--- config.mk ---
export PLATFORM = sky130hd
export DESIGN_NAME = touch_filter_calibrate_pen_state
export DESIGN_NICKNAME = d
export VERILOG_FILES = /design/src/hdl/tfcal_pkg.sv /design/src/hdl/tfcal_div.sv /design/src/hdl/tfcal_ctrl.sv /design/src/hdl/tfcal_dp.sv /design/src/hdl/touch_filter_calibrate_pen_state.sv
export SDC_FILE = /design/constraint.sdc
export NUM_CORES = 2
export LEC_CHECK = 0
export ABC_AREA = 1
export BUFFER_PORTS_ARGS = -buffer_cell sky130_fd_sc_hd__buf_2
export CORE_ASPECT_RATIO = 0.75
export CORE_UTILIZATION = 60
export CTS_BUF_LIST = sky130_fd_sc_hd__clkbuf_2 sky130_fd_sc_hd__clkbuf_4 sky130_fd_sc_hd__clkbuf_8
export CTS_CLUSTER_DIAMETER = 30
export DETAILED_ROUTE_END_ITERATION = 6
export MAX_ROUTING_LAYER = met4
export PLACE_DENSITY = 0.79
export SYNTH_ARGS = -nofsm -noshare
export SYNTH_HDL_FRONTEND = slang
export SYNTH_HIERARCHICAL = 1
export SYNTH_SLANG_ARGS = --single-unit
--- constraint.sdc ---
create_clock -name clock -period 10.89 [get_ports clock]
set_input_delay 0.5445 -clock clock [delete_from_list [all_inputs] [get_ports clock]]
set_output_delay 0.5445 -clock clock [all_outputs]
set_load 0.005 [all_outputs]
--- src/hdl/tfcal_pkg.sv ---
// ---------------------------------------------------------------------------
// tfcal_pkg
// Shared widths, codes and helpers for the touch scan calibration block.
// ---------------------------------------------------------------------------
package tfcal_pkg;

   localparam int RAW_W      = 12;  // one raw conversion
   localparam int SUM_W      = 14;  // sum of four conversions
   localparam int DIFF_W     = 13;  // signed filtered value minus center
   localparam int MUL_W      = 10;  // scale numerator
   localparam int PROD_W     = 24;  // signed product
   localparam int MAG_W      = 23;  // product magnitude, quotient width
   localparam int DIV_W      = 17;  // signed denominator, also its magnitude
   localparam int POS_W      = 16;  // calibrated position
   localparam int HALF_W     = 12;  // half screen size
   localparam int TQ_W       = 25;  // signed quotient plus offset
   localparam int CSR_IDX_W  = 3;
   localparam int CSR_DATA_W = 17;
   localparam int CNT_W      = 5;   // divider step counter

   localparam logic [POS_W-1:0] POS_MAX = '1;

   typedef enum logic [1:0] {
      PEN_NONE = 2'd0,
      PEN_DOWN = 2'd1,
      PEN_HOLD = 2'd2,
      PEN_UP   = 2'd3
   } tfcal_pen_type;

   typedef enum logic [CSR_IDX_W-1:0] {
      CSR_CENTER_X = 3'd0,
      CSR_CENTER_Y = 3'd1,
      CSR_MUL_X    = 3'd2,
      CSR_MUL_Y    = 3'd3,
      CSR_DIV_X    = 3'd4,
      CSR_DIV_Y    = 3'd5
   } tfcal_csr_type;

   typedef enum logic [2:0] {
      ST_IDLE,
      ST_MUL,
      ST_START,
      ST_WAIT,
      ST_DONE
   } tfcal_state_type;

   typedef struct packed {
      logic load;    // capture the scan transaction
      logic mul;     // register both products
      logic start;   // launch both dividers
      logic commit;  // update held state and load the result register
   } tfcal_cmd_type;

   typedef struct packed {
      logic take;      // pen down before and after sampling
      logic div_done;  // quotients ready
   } tfcal_stat_type;

   // Trimmed mean of four samples: drop largest and smallest, halve the rest.
   function automatic logic [RAW_W-1:0] trim_mean(input logic [RAW_W-1:0] a,
                                                 input logic [RAW_W-1:0] b,
                                                 input logic [RAW_W-1:0] c,
                                                 input logic [RAW_W-1:0] d);
      logic [RAW_W-1:0] hi_ab, hi_cd, lo_ab, lo_cd, hi, lo;
      logic [SUM_W-1:0] sum, mid;
      hi_ab = (a > b) ? a : b;
      lo_ab = (a > b) ? b : a;
      hi_cd = (c > d) ? c : d;
      lo_cd = (c > d) ? d : c;
      hi    = (hi_ab > hi_cd) ? hi_ab : hi_cd;
      lo    = (lo_ab < lo_cd) ? lo_ab : lo_cd;
      sum   = SUM_W'(a) + SUM_W'(b) + SUM_W'(c) + SUM_W'(d);
      mid   = sum - SUM_W'(hi) - SUM_W'(lo);
      return mid[RAW_W:1];
   endfunction

endpackage

--- src/hdl/tfcal_div.sv ---
// ---------------------------------------------------------------------------
// tfcal_div
// Serial restoring divider on magnitudes, one quotient bit per cycle.
// ---------------------------------------------------------------------------
module tfcal_div (
   input  logic                      clock,
   input  logic                      reset,
   input  logic                      start,
   input  logic [tfcal_pkg::MAG_W-1:0] dividend,
   input  logic [tfcal_pkg::DIV_W-1:0] divisor,
   output logic [tfcal_pkg::MAG_W-1:0] quotient,
   output logic                      done
);
   import tfcal_pkg::*;

   logic                busy_ff;
   logic                done_ff;
   logic [CNT_W-1:0]    cnt_ff;
   logic [DIV_W-1:0]    rem_ff;
   logic [MAG_W-1:0]    quo_ff;
   logic [DIV_W-1:0]    dsor_ff;

   logic [DIV_W:0]      shifted;
   logic [DIV_W:0]      trial;
   logic                fits;

   assign shifted = {rem_ff, quo_ff[MAG_W-1]};
   assign fits    = (shifted >= {1'b0, dsor_ff});
   assign trial   = shifted - {1'b0, dsor_ff};

   always_ff @(posedge clock) begin
      if (reset) begin
         busy_ff <= 1'b0;
         done_ff <= 1'b0;
      end else begin
         done_ff <= 1'b0;
         if (start) begin
            busy_ff <= 1'b1;
         end else if (busy_ff && (cnt_ff == '0)) begin
            busy_ff <= 1'b0;
            done_ff <= 1'b1;
         end
      end
   end

   always_ff @(posedge clock) begin
      if (start) begin
         cnt_ff  <= CNT_W'(MAG_W - 1);
         rem_ff  <= '0;
         quo_ff  <= dividend;
         dsor_ff <= divisor;
      end else if (busy_ff) begin
         cnt_ff <= cnt_ff - 1'b1;
         rem_ff <= fits ? trial[DIV_W-1:0] : shifted[DIV_W-1:0];
         quo_ff <= {quo_ff[MAG_W-2:0], fits};
      end
   end

   assign quotient = quo_ff;
   assign done     = done_ff;

endmodule

--- src/hdl/tfcal_ctrl.sv ---
// ---------------------------------------------------------------------------
// tfcal_ctrl
// Sequencer for one scan transaction and the result valid register.
// ---------------------------------------------------------------------------
module tfcal_ctrl (
   input  logic                      clock,
   input  logic                      reset,
   input  logic                      req_valid,
   output logic                      req_ready,
   output logic                      rsp_valid,
   input  logic                      rsp_ready,
   output tfcal_pkg::tfcal_cmd_type  cmd,
   input  tfcal_pkg::tfcal_stat_type stat
);
   import tfcal_pkg::*;

   tfcal_state_type state_ff, state_in;
   logic            rsp_valid_ff, rsp_valid_in;

   always_ff @(posedge clock) begin
      if (reset) begin
         state_ff     <= ST_IDLE;
         rsp_valid_ff <= 1'b0;
      end else begin
         state_ff     <= state_in;
         rsp_valid_ff <= rsp_valid_in;
      end
   end

   always_comb begin
      state_in  = state_ff;
      cmd       = '0;
      req_ready = 1'b0;
      case (state_ff)
         ST_IDLE: begin
            req_ready = 1'b1;
            if (req_valid) begin
               cmd.load = 1'b1;
               state_in = ST_MUL;
            end
         end
         ST_MUL: begin
            cmd.mul  = 1'b1;
            state_in = stat.take ? ST_START : ST_DONE;
         end
         ST_START: begin
            cmd.start = 1'b1;
            state_in  = ST_WAIT;
         end
         ST_WAIT: begin
            if (stat.div_done) begin
               state_in = ST_DONE;
            end
         end
         ST_DONE: begin
            if (!rsp_valid_ff || rsp_ready) begin
               cmd.commit = 1'b1;
               state_in   = ST_IDLE;
            end
         end
         default: begin
            state_in = ST_IDLE;
         end
      endcase
      if (cmd.commit) begin
         rsp_valid_in = 1'b1;
      end else if (rsp_ready) begin
         rsp_valid_in = 1'b0;
      end else begin
         rsp_valid_in = rsp_valid_ff;
      end
   end

   assign rsp_valid = rsp_valid_ff;

   a_commit_shows: assert property (@(posedge clock) disable iff (reset)
      cmd.commit |=> rsp_valid_ff)
      else $error("result not presented after commit");

   a_done_in_wait: assert property (@(posedge clock) disable iff (reset)
      stat.div_done |-> (state_ff == ST_WAIT))
      else $error("divider finished outside wait state");

   a_div_not_instant: assert property (@(posedge clock) disable iff (reset)
      cmd.start |=> !stat.div_done)
      else $error("divider finished one cycle after launch");

endmodule

--- src/hdl/tfcal_dp.sv ---
// ---------------------------------------------------------------------------
// tfcal_dp
// Filter, scale, divide and clamp datapath with held pen state and CSRs.
// ---------------------------------------------------------------------------
module tfcal_dp #(
   parameter logic [tfcal_pkg::HALF_W-1:0] HALF_X = 12'd160,
   parameter logic [tfcal_pkg::HALF_W-1:0] HALF_Y = 12'd120
) (
   input  logic                             clock,
   input  logic                             reset,
   input  tfcal_pkg::tfcal_cmd_type         cmd,
   output tfcal_pkg::tfcal_stat_type        stat,
   input  logic                             req_pen_before,
   input  logic [tfcal_pkg::RAW_W-1:0]      req_x_raw_a,
   input  logic [tfcal_pkg::RAW_W-1:0]      req_x_raw_b,
   input  logic [tfcal_pkg::RAW_W-1:0]      req_x_raw_c,
   input  logic [tfcal_pkg::RAW_W-1:0]      req_x_raw_d,
   input  logic [tfcal_pkg::RAW_W-1:0]      req_y_raw_a,
   input  logic [tfcal_pkg::RAW_W-1:0]      req_y_raw_b,
   input  logic [tfcal_pkg::RAW_W-1:0]      req_y_raw_c,
   input  logic [tfcal_pkg::RAW_W-1:0]      req_y_raw_d,
   input  logic                             req_pen_after,
   input  logic                             csr_write,
   input  logic [tfcal_pkg::CSR_IDX_W-1:0]  csr_index,
   input  logic [tfcal_pkg::CSR_DATA_W-1:0] csr_wdata,
   output logic [tfcal_pkg::POS_W-1:0]      rsp_pos_x,
   output logic [tfcal_pkg::POS_W-1:0]      rsp_pos_y,
   output tfcal_pkg::tfcal_pen_type         rsp_pen_status,
   output logic                             rsp_pos_updated
);
   import tfcal_pkg::*;

   // configuration
   logic [RAW_W-1:0]  center_x_ff, center_y_ff;
   logic [MUL_W-1:0]  mul_x_ff, mul_y_ff;
   logic [DIV_W-1:0]  div_x_ff, div_y_ff;

   // captured transaction
   logic              before_ff, after_ff;
   logic [RAW_W-1:0]  v_x_ff, v_y_ff;

   // products
   logic signed [DIFF_W-1:0] diff_x, diff_y;
   logic signed [PROD_W-1:0] prod_x, prod_y;
   logic [PROD_W-1:0]        prod_x_ff, prod_y_ff;
   logic [PROD_W-1:0]        abs_x, abs_y;
   logic [DIV_W-1:0]         dabs_x, dabs_y;

   // dividers
   logic [MAG_W-1:0]  quo_x, quo_y;
   logic              done_x, done_y;

   // held state
   logic              pen_was_ff, pen_was_in;
   tfcal_pen_type     status_ff, status_in;
   logic [POS_W-1:0]  held_x_ff, held_x_in, held_y_ff, held_y_in;
   logic              updated_in;

   // result register
   logic [POS_W-1:0]  out_x_ff, out_y_ff;
   tfcal_pen_type     out_status_ff;
   logic              out_updated_ff;

   logic [POS_W-1:0]  map_x, map_y;

   function automatic logic [POS_W-1:0] clamp_pos(input logic [MAG_W-1:0] q,
                                                 input logic neg,
                                                 input logic dzero,
                                                 input logic [HALF_W-1:0] half);
      logic [TQ_W-1:0] qs, t;
      qs = neg ? (~{2'b00, q} + 1'b1) : {2'b00, q};
      t  = qs + TQ_W'(half);
      if (dzero) begin
         return POS_MAX;
      end else if (t[TQ_W-1]) begin
         return '0;
      end else if (|t[TQ_W-2:POS_W]) begin
         return POS_MAX;
      end else begin
         return t[POS_W-1:0];
      end
   endfunction

   always_ff @(posedge clock) begin
      if (reset) begin
         center_x_ff <= RAW_W'(2048);
         center_y_ff <= RAW_W'(2048);
         mul_x_ff    <= MUL_W'(1);
         mul_y_ff    <= MUL_W'(1);
         div_x_ff    <= DIV_W'(1);
         div_y_ff    <= DIV_W'(1);
      end else if (csr_write) begin
         case (csr_index)
            CSR_CENTER_X: center_x_ff <= csr_wdata[RAW_W-1:0];
            CSR_CENTER_Y: center_y_ff <= csr_wdata[RAW_W-1:0];
            CSR_MUL_X:    mul_x_ff    <= csr_wdata[MUL_W-1:0];
            CSR_MUL_Y:    mul_y_ff    <= csr_wdata[MUL_W-1:0];
            CSR_DIV_X:    div_x_ff    <= csr_wdata[DIV_W-1:0];
            CSR_DIV_Y:    div_y_ff    <= csr_wdata[DIV_W-1:0];
            default: ;
         endcase
      end
   end

   // filter at capture
   always_ff @(posedge clock) begin
      if (cmd.load) begin
         before_ff <= req_pen_before;
         after_ff  <= req_pen_after;
         v_x_ff    <= trim_mean(req_x_raw_a, req_x_raw_b, req_x_raw_c, req_x_raw_d);
         v_y_ff    <= trim_mean(req_y_raw_a, req_y_raw_b, req_y_raw_c, req_y_raw_d);
      end
   end

   assign diff_x = $signed({1'b0, v_x_ff}) - $signed({1'b0, center_x_ff});
   assign diff_y = $signed({1'b0, v_y_ff}) - $signed({1'b0, center_y_ff});
   assign prod_x = diff_x * $signed({1'b0, mul_x_ff});
   assign prod_y = diff_y * $signed({1'b0, mul_y_ff});

   always_ff @(posedge clock) begin
      if (cmd.mul) begin
         prod_x_ff <= prod_x;
         prod_y_ff <= prod_y;
      end
   end

   assign abs_x  = prod_x_ff[PROD_W-1] ? (~prod_x_ff + 1'b1) : prod_x_ff;
   assign abs_y  = prod_y_ff[PROD_W-1] ? (~prod_y_ff + 1'b1) : prod_y_ff;
   assign dabs_x = div_x_ff[DIV_W-1] ? (~div_x_ff + 1'b1) : div_x_ff;
   assign dabs_y = div_y_ff[DIV_W-1] ? (~div_y_ff + 1'b1) : div_y_ff;

   tfcal_div u_div_x (
      .clock    (clock),
      .reset    (reset),
      .start    (cmd.start),
      .dividend (abs_x[MAG_W-1:0]),
      .divisor  (dabs_x),
      .quotient (quo_x),
      .done     (done_x)
   );

   tfcal_div u_div_y (
      .clock    (clock),
      .reset    (reset),
      .start    (cmd.start),
      .dividend (abs_y[MAG_W-1:0]),
      .divisor  (dabs_y),
      .quotient (quo_y),
      .done     (done_y)
   );

   assign stat.take     = before_ff & after_ff;
   assign stat.div_done = done_x;

   assign map_x = clamp_pos(quo_x, prod_x_ff[PROD_W-1] ^ div_x_ff[DIV_W-1],
                            (div_x_ff == '0), HALF_X);
   assign map_y = clamp_pos(quo_y, prod_y_ff[PROD_W-1] ^ div_y_ff[DIV_W-1],
                            (div_y_ff == '0), HALF_Y);

   always_comb begin
      pen_was_in = pen_was_ff;
      status_in  = status_ff;
      held_x_in  = held_x_ff;
      held_y_in  = held_y_ff;
      updated_in = 1'b0;
      if (before_ff && after_ff) begin
         held_x_in  = map_x;
         held_y_in  = map_y;
         status_in  = pen_was_ff ? PEN_HOLD : PEN_DOWN;
         pen_was_in = 1'b1;
         updated_in = 1'b1;
      end else if (!before_ff) begin
         status_in  = pen_was_ff ? PEN_UP : PEN_NONE;
         pen_was_in = 1'b0;
      end
   end

   always_ff @(posedge clock) begin
      if (reset) begin
         pen_was_ff <= 1'b0;
         status_ff  <= PEN_NONE;
         held_x_ff  <= POS_MAX;
         held_y_ff  <= POS_MAX;
      end else if (cmd.commit) begin
         pen_was_ff <= pen_was_in;
         status_ff  <= status_in;
         held_x_ff  <= held_x_in;
         held_y_ff  <= held_y_in;
      end
   end

   always_ff @(posedge clock) begin
      if (cmd.commit) begin
         out_x_ff       <= held_x_in;
         out_y_ff       <= held_y_in;
         out_status_ff  <= status_in;
         out_updated_ff <= updated_in;
      end
   end

   assign rsp_pos_x       = out_x_ff;
   assign rsp_pos_y       = out_y_ff;
   assign rsp_pen_status  = out_status_ff;
   assign rsp_pos_updated = out_updated_ff;

   a_div_lockstep: assert property (@(posedge clock) disable iff (reset)
      done_x == done_y)
      else $error("axis dividers out of step");

   a_take_sets_pen: assert property (@(posedge clock) disable iff (reset)
      (cmd.commit && before_ff && after_ff) |=> pen_was_ff)
      else $error("pen flag not set after a full touch");

   a_lift_clears_pen: assert property (@(posedge clock) disable iff (reset)
      (cmd.commit && !before_ff) |=> (!pen_was_ff && !out_updated_ff))
      else $error("pen flag or update flag wrong after pen up");

endmodule

--- src/hdl/touch_filter_calibrate_pen_state.sv ---
// ---------------------------------------------------------------------------
// touch_filter_calibrate_pen_state
// Resistive touch scan filter with linear calibration and pen status.
// ---------------------------------------------------------------------------
// Usage:
//  - req_*: one scan transaction: pen flags and four raw X and Y conversions.
//    Accepted on req_valid && req_ready; req_ready is high only while the
//    sequencer is idle, so one scan is processed at a time.
//  - rsp_*: one result transaction per scan: held X/Y position, pen status
//    and an updated flag. The result sits in an output register, so the
//    sequencer returns to idle and takes the next scan while it waits.
//  - csr_*: register writes, always ready; write only while idle.
// Sequence: a scan with the pen down throughout passes from accept to rsp_valid
// through capture, multiply, launch, 23 divider steps, finish and commit; the
// serial divider, one per axis, runs in parallel. Other scans go through
// capture, multiply and commit only. The next scan is accepted in the cycle
// after the commit.
// Reset: registers return to their defaults, held position to 0xFFFF,
// status to none. A stalled receiver holds the result; the block then
// finishes the next scan and waits before commit until the slot frees.
// ---------------------------------------------------------------------------
module touch_filter_calibrate_pen_state #(
   parameter int SCREEN_WIDTH  = 320,
   parameter int SCREEN_HEIGHT = 240
) (
   input  logic                             clock,
   input  logic                             reset,
   input  logic                             req_valid,
   output logic                             req_ready,
   input  logic                             req_pen_before,
   input  logic [tfcal_pkg::RAW_W-1:0]      req_x_raw_a,
   input  logic [tfcal_pkg::RAW_W-1:0]      req_x_raw_b,
   input  logic [tfcal_pkg::RAW_W-1:0]      req_x_raw_c,
   input  logic [tfcal_pkg::RAW_W-1:0]      req_x_raw_d,
   input  logic [tfcal_pkg::RAW_W-1:0]      req_y_raw_a,
   input  logic [tfcal_pkg::RAW_W-1:0]      req_y_raw_b,
   input  logic [tfcal_pkg::RAW_W-1:0]      req_y_raw_c,
   input  logic [tfcal_pkg::RAW_W-1:0]      req_y_raw_d,
   input  logic                             req_pen_after,
   output logic                             rsp_valid,
   input  logic                             rsp_ready,
   output logic [tfcal_pkg::POS_W-1:0]      rsp_pos_x,
   output logic [tfcal_pkg::POS_W-1:0]      rsp_pos_y,
   output logic [1:0]                       rsp_pen_status,
   output logic                             rsp_pos_updated,
   input  logic                             csr_valid,
   output logic                             csr_ready,
   input  logic [tfcal_pkg::CSR_IDX_W-1:0]  csr_index,
   input  logic [tfcal_pkg::CSR_DATA_W-1:0] csr_wdata
);
   import tfcal_pkg::*;

   // Half screen offsets added after the divide.
   localparam logic [HALF_W-1:0] HALF_X = HALF_W'(SCREEN_WIDTH / 2);
   localparam logic [HALF_W-1:0] HALF_Y = HALF_W'(SCREEN_HEIGHT / 2);

   tfcal_cmd_type  cmd;
   tfcal_stat_type stat;
   tfcal_pen_type  pen_status;

   // Register writes never stall.
   assign csr_ready = 1'b1;

   tfcal_ctrl u_ctrl (
      .clock     (clock),
      .reset     (reset),
      .req_valid (req_valid),
      .req_ready (req_ready),
      .rsp_valid (rsp_valid),
      .rsp_ready (rsp_ready),
      .cmd       (cmd),
      .stat      (stat)
   );

   tfcal_dp #(
      .HALF_X (HALF_X),
      .HALF_Y (HALF_Y)
   ) u_dp (
      .clock           (clock),
      .reset           (reset),
      .cmd             (cmd),
      .stat            (stat),
      .req_pen_before  (req_pen_before),
      .req_x_raw_a     (req_x_raw_a),
      .req_x_raw_b     (req_x_raw_b),
      .req_x_raw_c     (req_x_raw_c),
      .req_x_raw_d     (req_x_raw_d),
      .req_y_raw_a     (req_y_raw_a),
      .req_y_raw_b     (req_y_raw_b),
      .req_y_raw_c     (req_y_raw_c),
      .req_y_raw_d     (req_y_raw_d),
      .req_pen_after   (req_pen_after),
      .csr_write       (csr_valid),
      .csr_index       (csr_index),
      .csr_wdata       (csr_wdata),
      .rsp_pos_x       (rsp_pos_x),
      .rsp_pos_y       (rsp_pos_y),
      .rsp_pen_status  (pen_status),
      .rsp_pos_updated (rsp_pos_updated)
   );

   // Drive the status code onto the plain two-bit port.
   assign rsp_pen_status = pen_status;

endmodule
==> metrics.md <==
| Metric | Value |
|---|---|
| Outcome | finished, final reports clean |
| Die area | 64500 um2 |
| Max Clk Rate | 128 MHz |
| Cells after synthesis | 5048 |
| Routed length per instance | 14.7 um |
| Residual DRC count | 0 |
| Syn_nets | 5807 |
| Clock transition at path regs | 0.06 ns |
| PnR Total Power | 11.6 mW |
| Synth Cell Area | 38100 um2 |
| Hold path start | csr_wdata[15] |
| Yosys warns | 6 |
| Dpl ws | 2.67 ns |
| Period utilization | 72.0% |
| Setup TNS Final | 0 ns |
| Post-placement cell count | 5947 |
| Arr. time, crit path | 8.22 ns |
| TritonCTS clock tree | yes |
| Final hold violations | 0 |
| Post-CTS Setup Inserts | 0 |
| R2R cell count | 33 |
| Clk_lat worst skew | 0.68 ns |
| Largest net degree at the start of global routing | 75 |
| CP Class | reg2reg |
| Placed Area | 39500 um2 |
| DRT Wirelength | 90000 um |
| Hold_buf cts | 2 |
| Pwr/cell area | 281 nW/um2 |
| DR vias | 32220 |
| Initial Utilization | 61.1% |
| Die Y | 220 um |
| Finish-stage setup viols | 0 |
| Layout Area Growth over Synthesis | 8.35% |
| Hold WS | 0.137 ns |
| Final Critical Period | 7.84 ns |
| Register Area | 8960 um2 |
| Final non-filler cell total | 6102 |
| Filler instances | 5231 |
| Type of destination of the critical path | flip-flop |
| Layout Skew | 0.0457 ns |
| Vias per cell | 5.28 |
| CP Data Required Time | 11.28 ns |
| Design area | 41300 um2 |
| Final Core Density | 66.2% |
| RSZ-0062 raised after global routing | no |
| Port bufs | 159 |
| Reg-to-reg startpoint | u_dp/v_x_ff[0] |
| H-tree Lvls | 3 |
| CP Launch Point | u_dp/v_x_ff[0] |
| Drt first pass iters | 5 |
| CP max-delay cell | fa_1 |
| Critical path startpoint category | flip-flop |
| Global-route usage over all layers | 29.2% |
| Final setup margin | 3.05 ns |
| Dpl hpwl | 71700 um |
| Antenna violations before repair | 17 |
| Post-layout nets | 5934 |
| Reg-to-reg critical path endpoint | u_dp/prod_x_ff[22] |
| Post-cts sizing count | 0 |
| Post-DRT Antenna Nets | 0 |
| Worst Hold Class | in2reg |
| Cell Rows | 79 |
| Worst Max-Slew Pin Slew | 1.15 ns |
| Crit Path Max Fanout | 8 |
| Slew Viols, Final | 0 |
| Max-cap viol count | 0 |
| Largest stage delay, worst path | 0.62 ns |
| FF-to-FF setup slack | 3.05 ns |
| CTS Buf Count | 74 |
| Die width | 293 um |
| Vias in the first global route | 30970 |
| 1st-iter DRT viols | 2290 |
| Leakage | 20.5 nW |
| Area occupied by multi-input gates | 24800 um2 |
| Grt ovf | 0 |
| Clock sinks | 353 |
| Hold path cells | 3 |
| Share of cells above drive strength 1 | 9.05% |
| Number of I/O pins | 161 |
| VDD IR-drop max | 0.221 mV |
| Mean Syn Cell Area | 7.54 um2 |
| Core area | 62400 um2 |
| Slew headroom | 22.8% |
| Clock Tree Buf Depth | 3 |
| First-pass GRT wire length | 149000 um |
| WHS Endpoint | u_dp/div_x_ff[15] |
| Final RePlAce weighted congestion | 0.957 |
| Clock root buffer master | clkbuf_8 |
-- how the worst max path moves through the flow --
stage                     slack (ns)            endpoint
after global placement          2.81     u_dp/v_y_ff[11]
after CTS                       3.09  u_dp/prod_x_ff[22]
after global routing            2.31  u_dp/prod_x_ff[22]
final                           3.05  u_dp/prod_x_ff[22]
after detailed placement        2.67     u_dp/v_y_ff[11]
after floorplan                 3.92     u_dp/v_y_ff[11]
-- cell type report --
type                    instances  area share [%]
diodes                         17           0.103
clock buffers                  92            2.90
clock inverters                44            1.33
inverters                     980            8.92
multi-input cells            3582            60.1
flip-flops and latches        353            21.7
well taps                     850            2.58
repair buffers                184            2.40
-- layer usage --
layer  vias to the layer above  GRT usage, %  share of wire, %
met5                         -             -                 0
met4                         0          7.82               2.0
met3                       141          7.07               8.9
met2                      1140          42.9                42
met1                     14848          40.3                47
li1                      16091             -                 -
-- placed cells by master, fill, tap and decap left out, types with 159 or more instances in the layout --
| cell | count |
|---|---|
| nand3_1 | 240 |
| dfxtp_1 | 164 |
| fa_1 | 340 |
| nand2_1 | 1159 |
| buf_2 | 159 |
| o21ai_0 | 268 |
| ha_1 | 296 |
| nor2_1 | 445 |
| edfxtp_1 | 189 |
| inv_1 | 958 |
| a21oi_1 | 273 |
-- registers in the layout, summed over array words and instances, names as in the netlist, 17 cells and up --
| name | cells |
|---|---|
| u_dp/u_div_y/rem_ff | 17 |
| u_dp/u_div_x/dsor_ff | 17 |
| u_dp/div_x_ff | 17 |
| u_dp/div_y_ff | 17 |
| u_dp/prod_y_ff | 24 |
| u_dp/u_div_y/quotient | 23 |
| u_dp/u_div_x/quotient | 23 |
| u_dp/prod_x_ff | 24 |
| u_dp/u_div_x/rem_ff | 17 |
| u_dp/u_div_y/dsor_ff | 17 |
-- critical path, delay by kind of cell, from the launching register on --
family          cells  cell delay (ns)
flops               1             0.37
simple gates       11             1.22
fa+ha+maj           8             3.59
buf+inv             7             0.50
compound gates      7             1.85
-- power breakdown --
group          switching, mW  internal (mW)
sequential             0.194           2.05
clock                  0.638          0.983
combinational           4.81           2.90
total                   5.64           5.94
(Power assumes the default switching activity.)
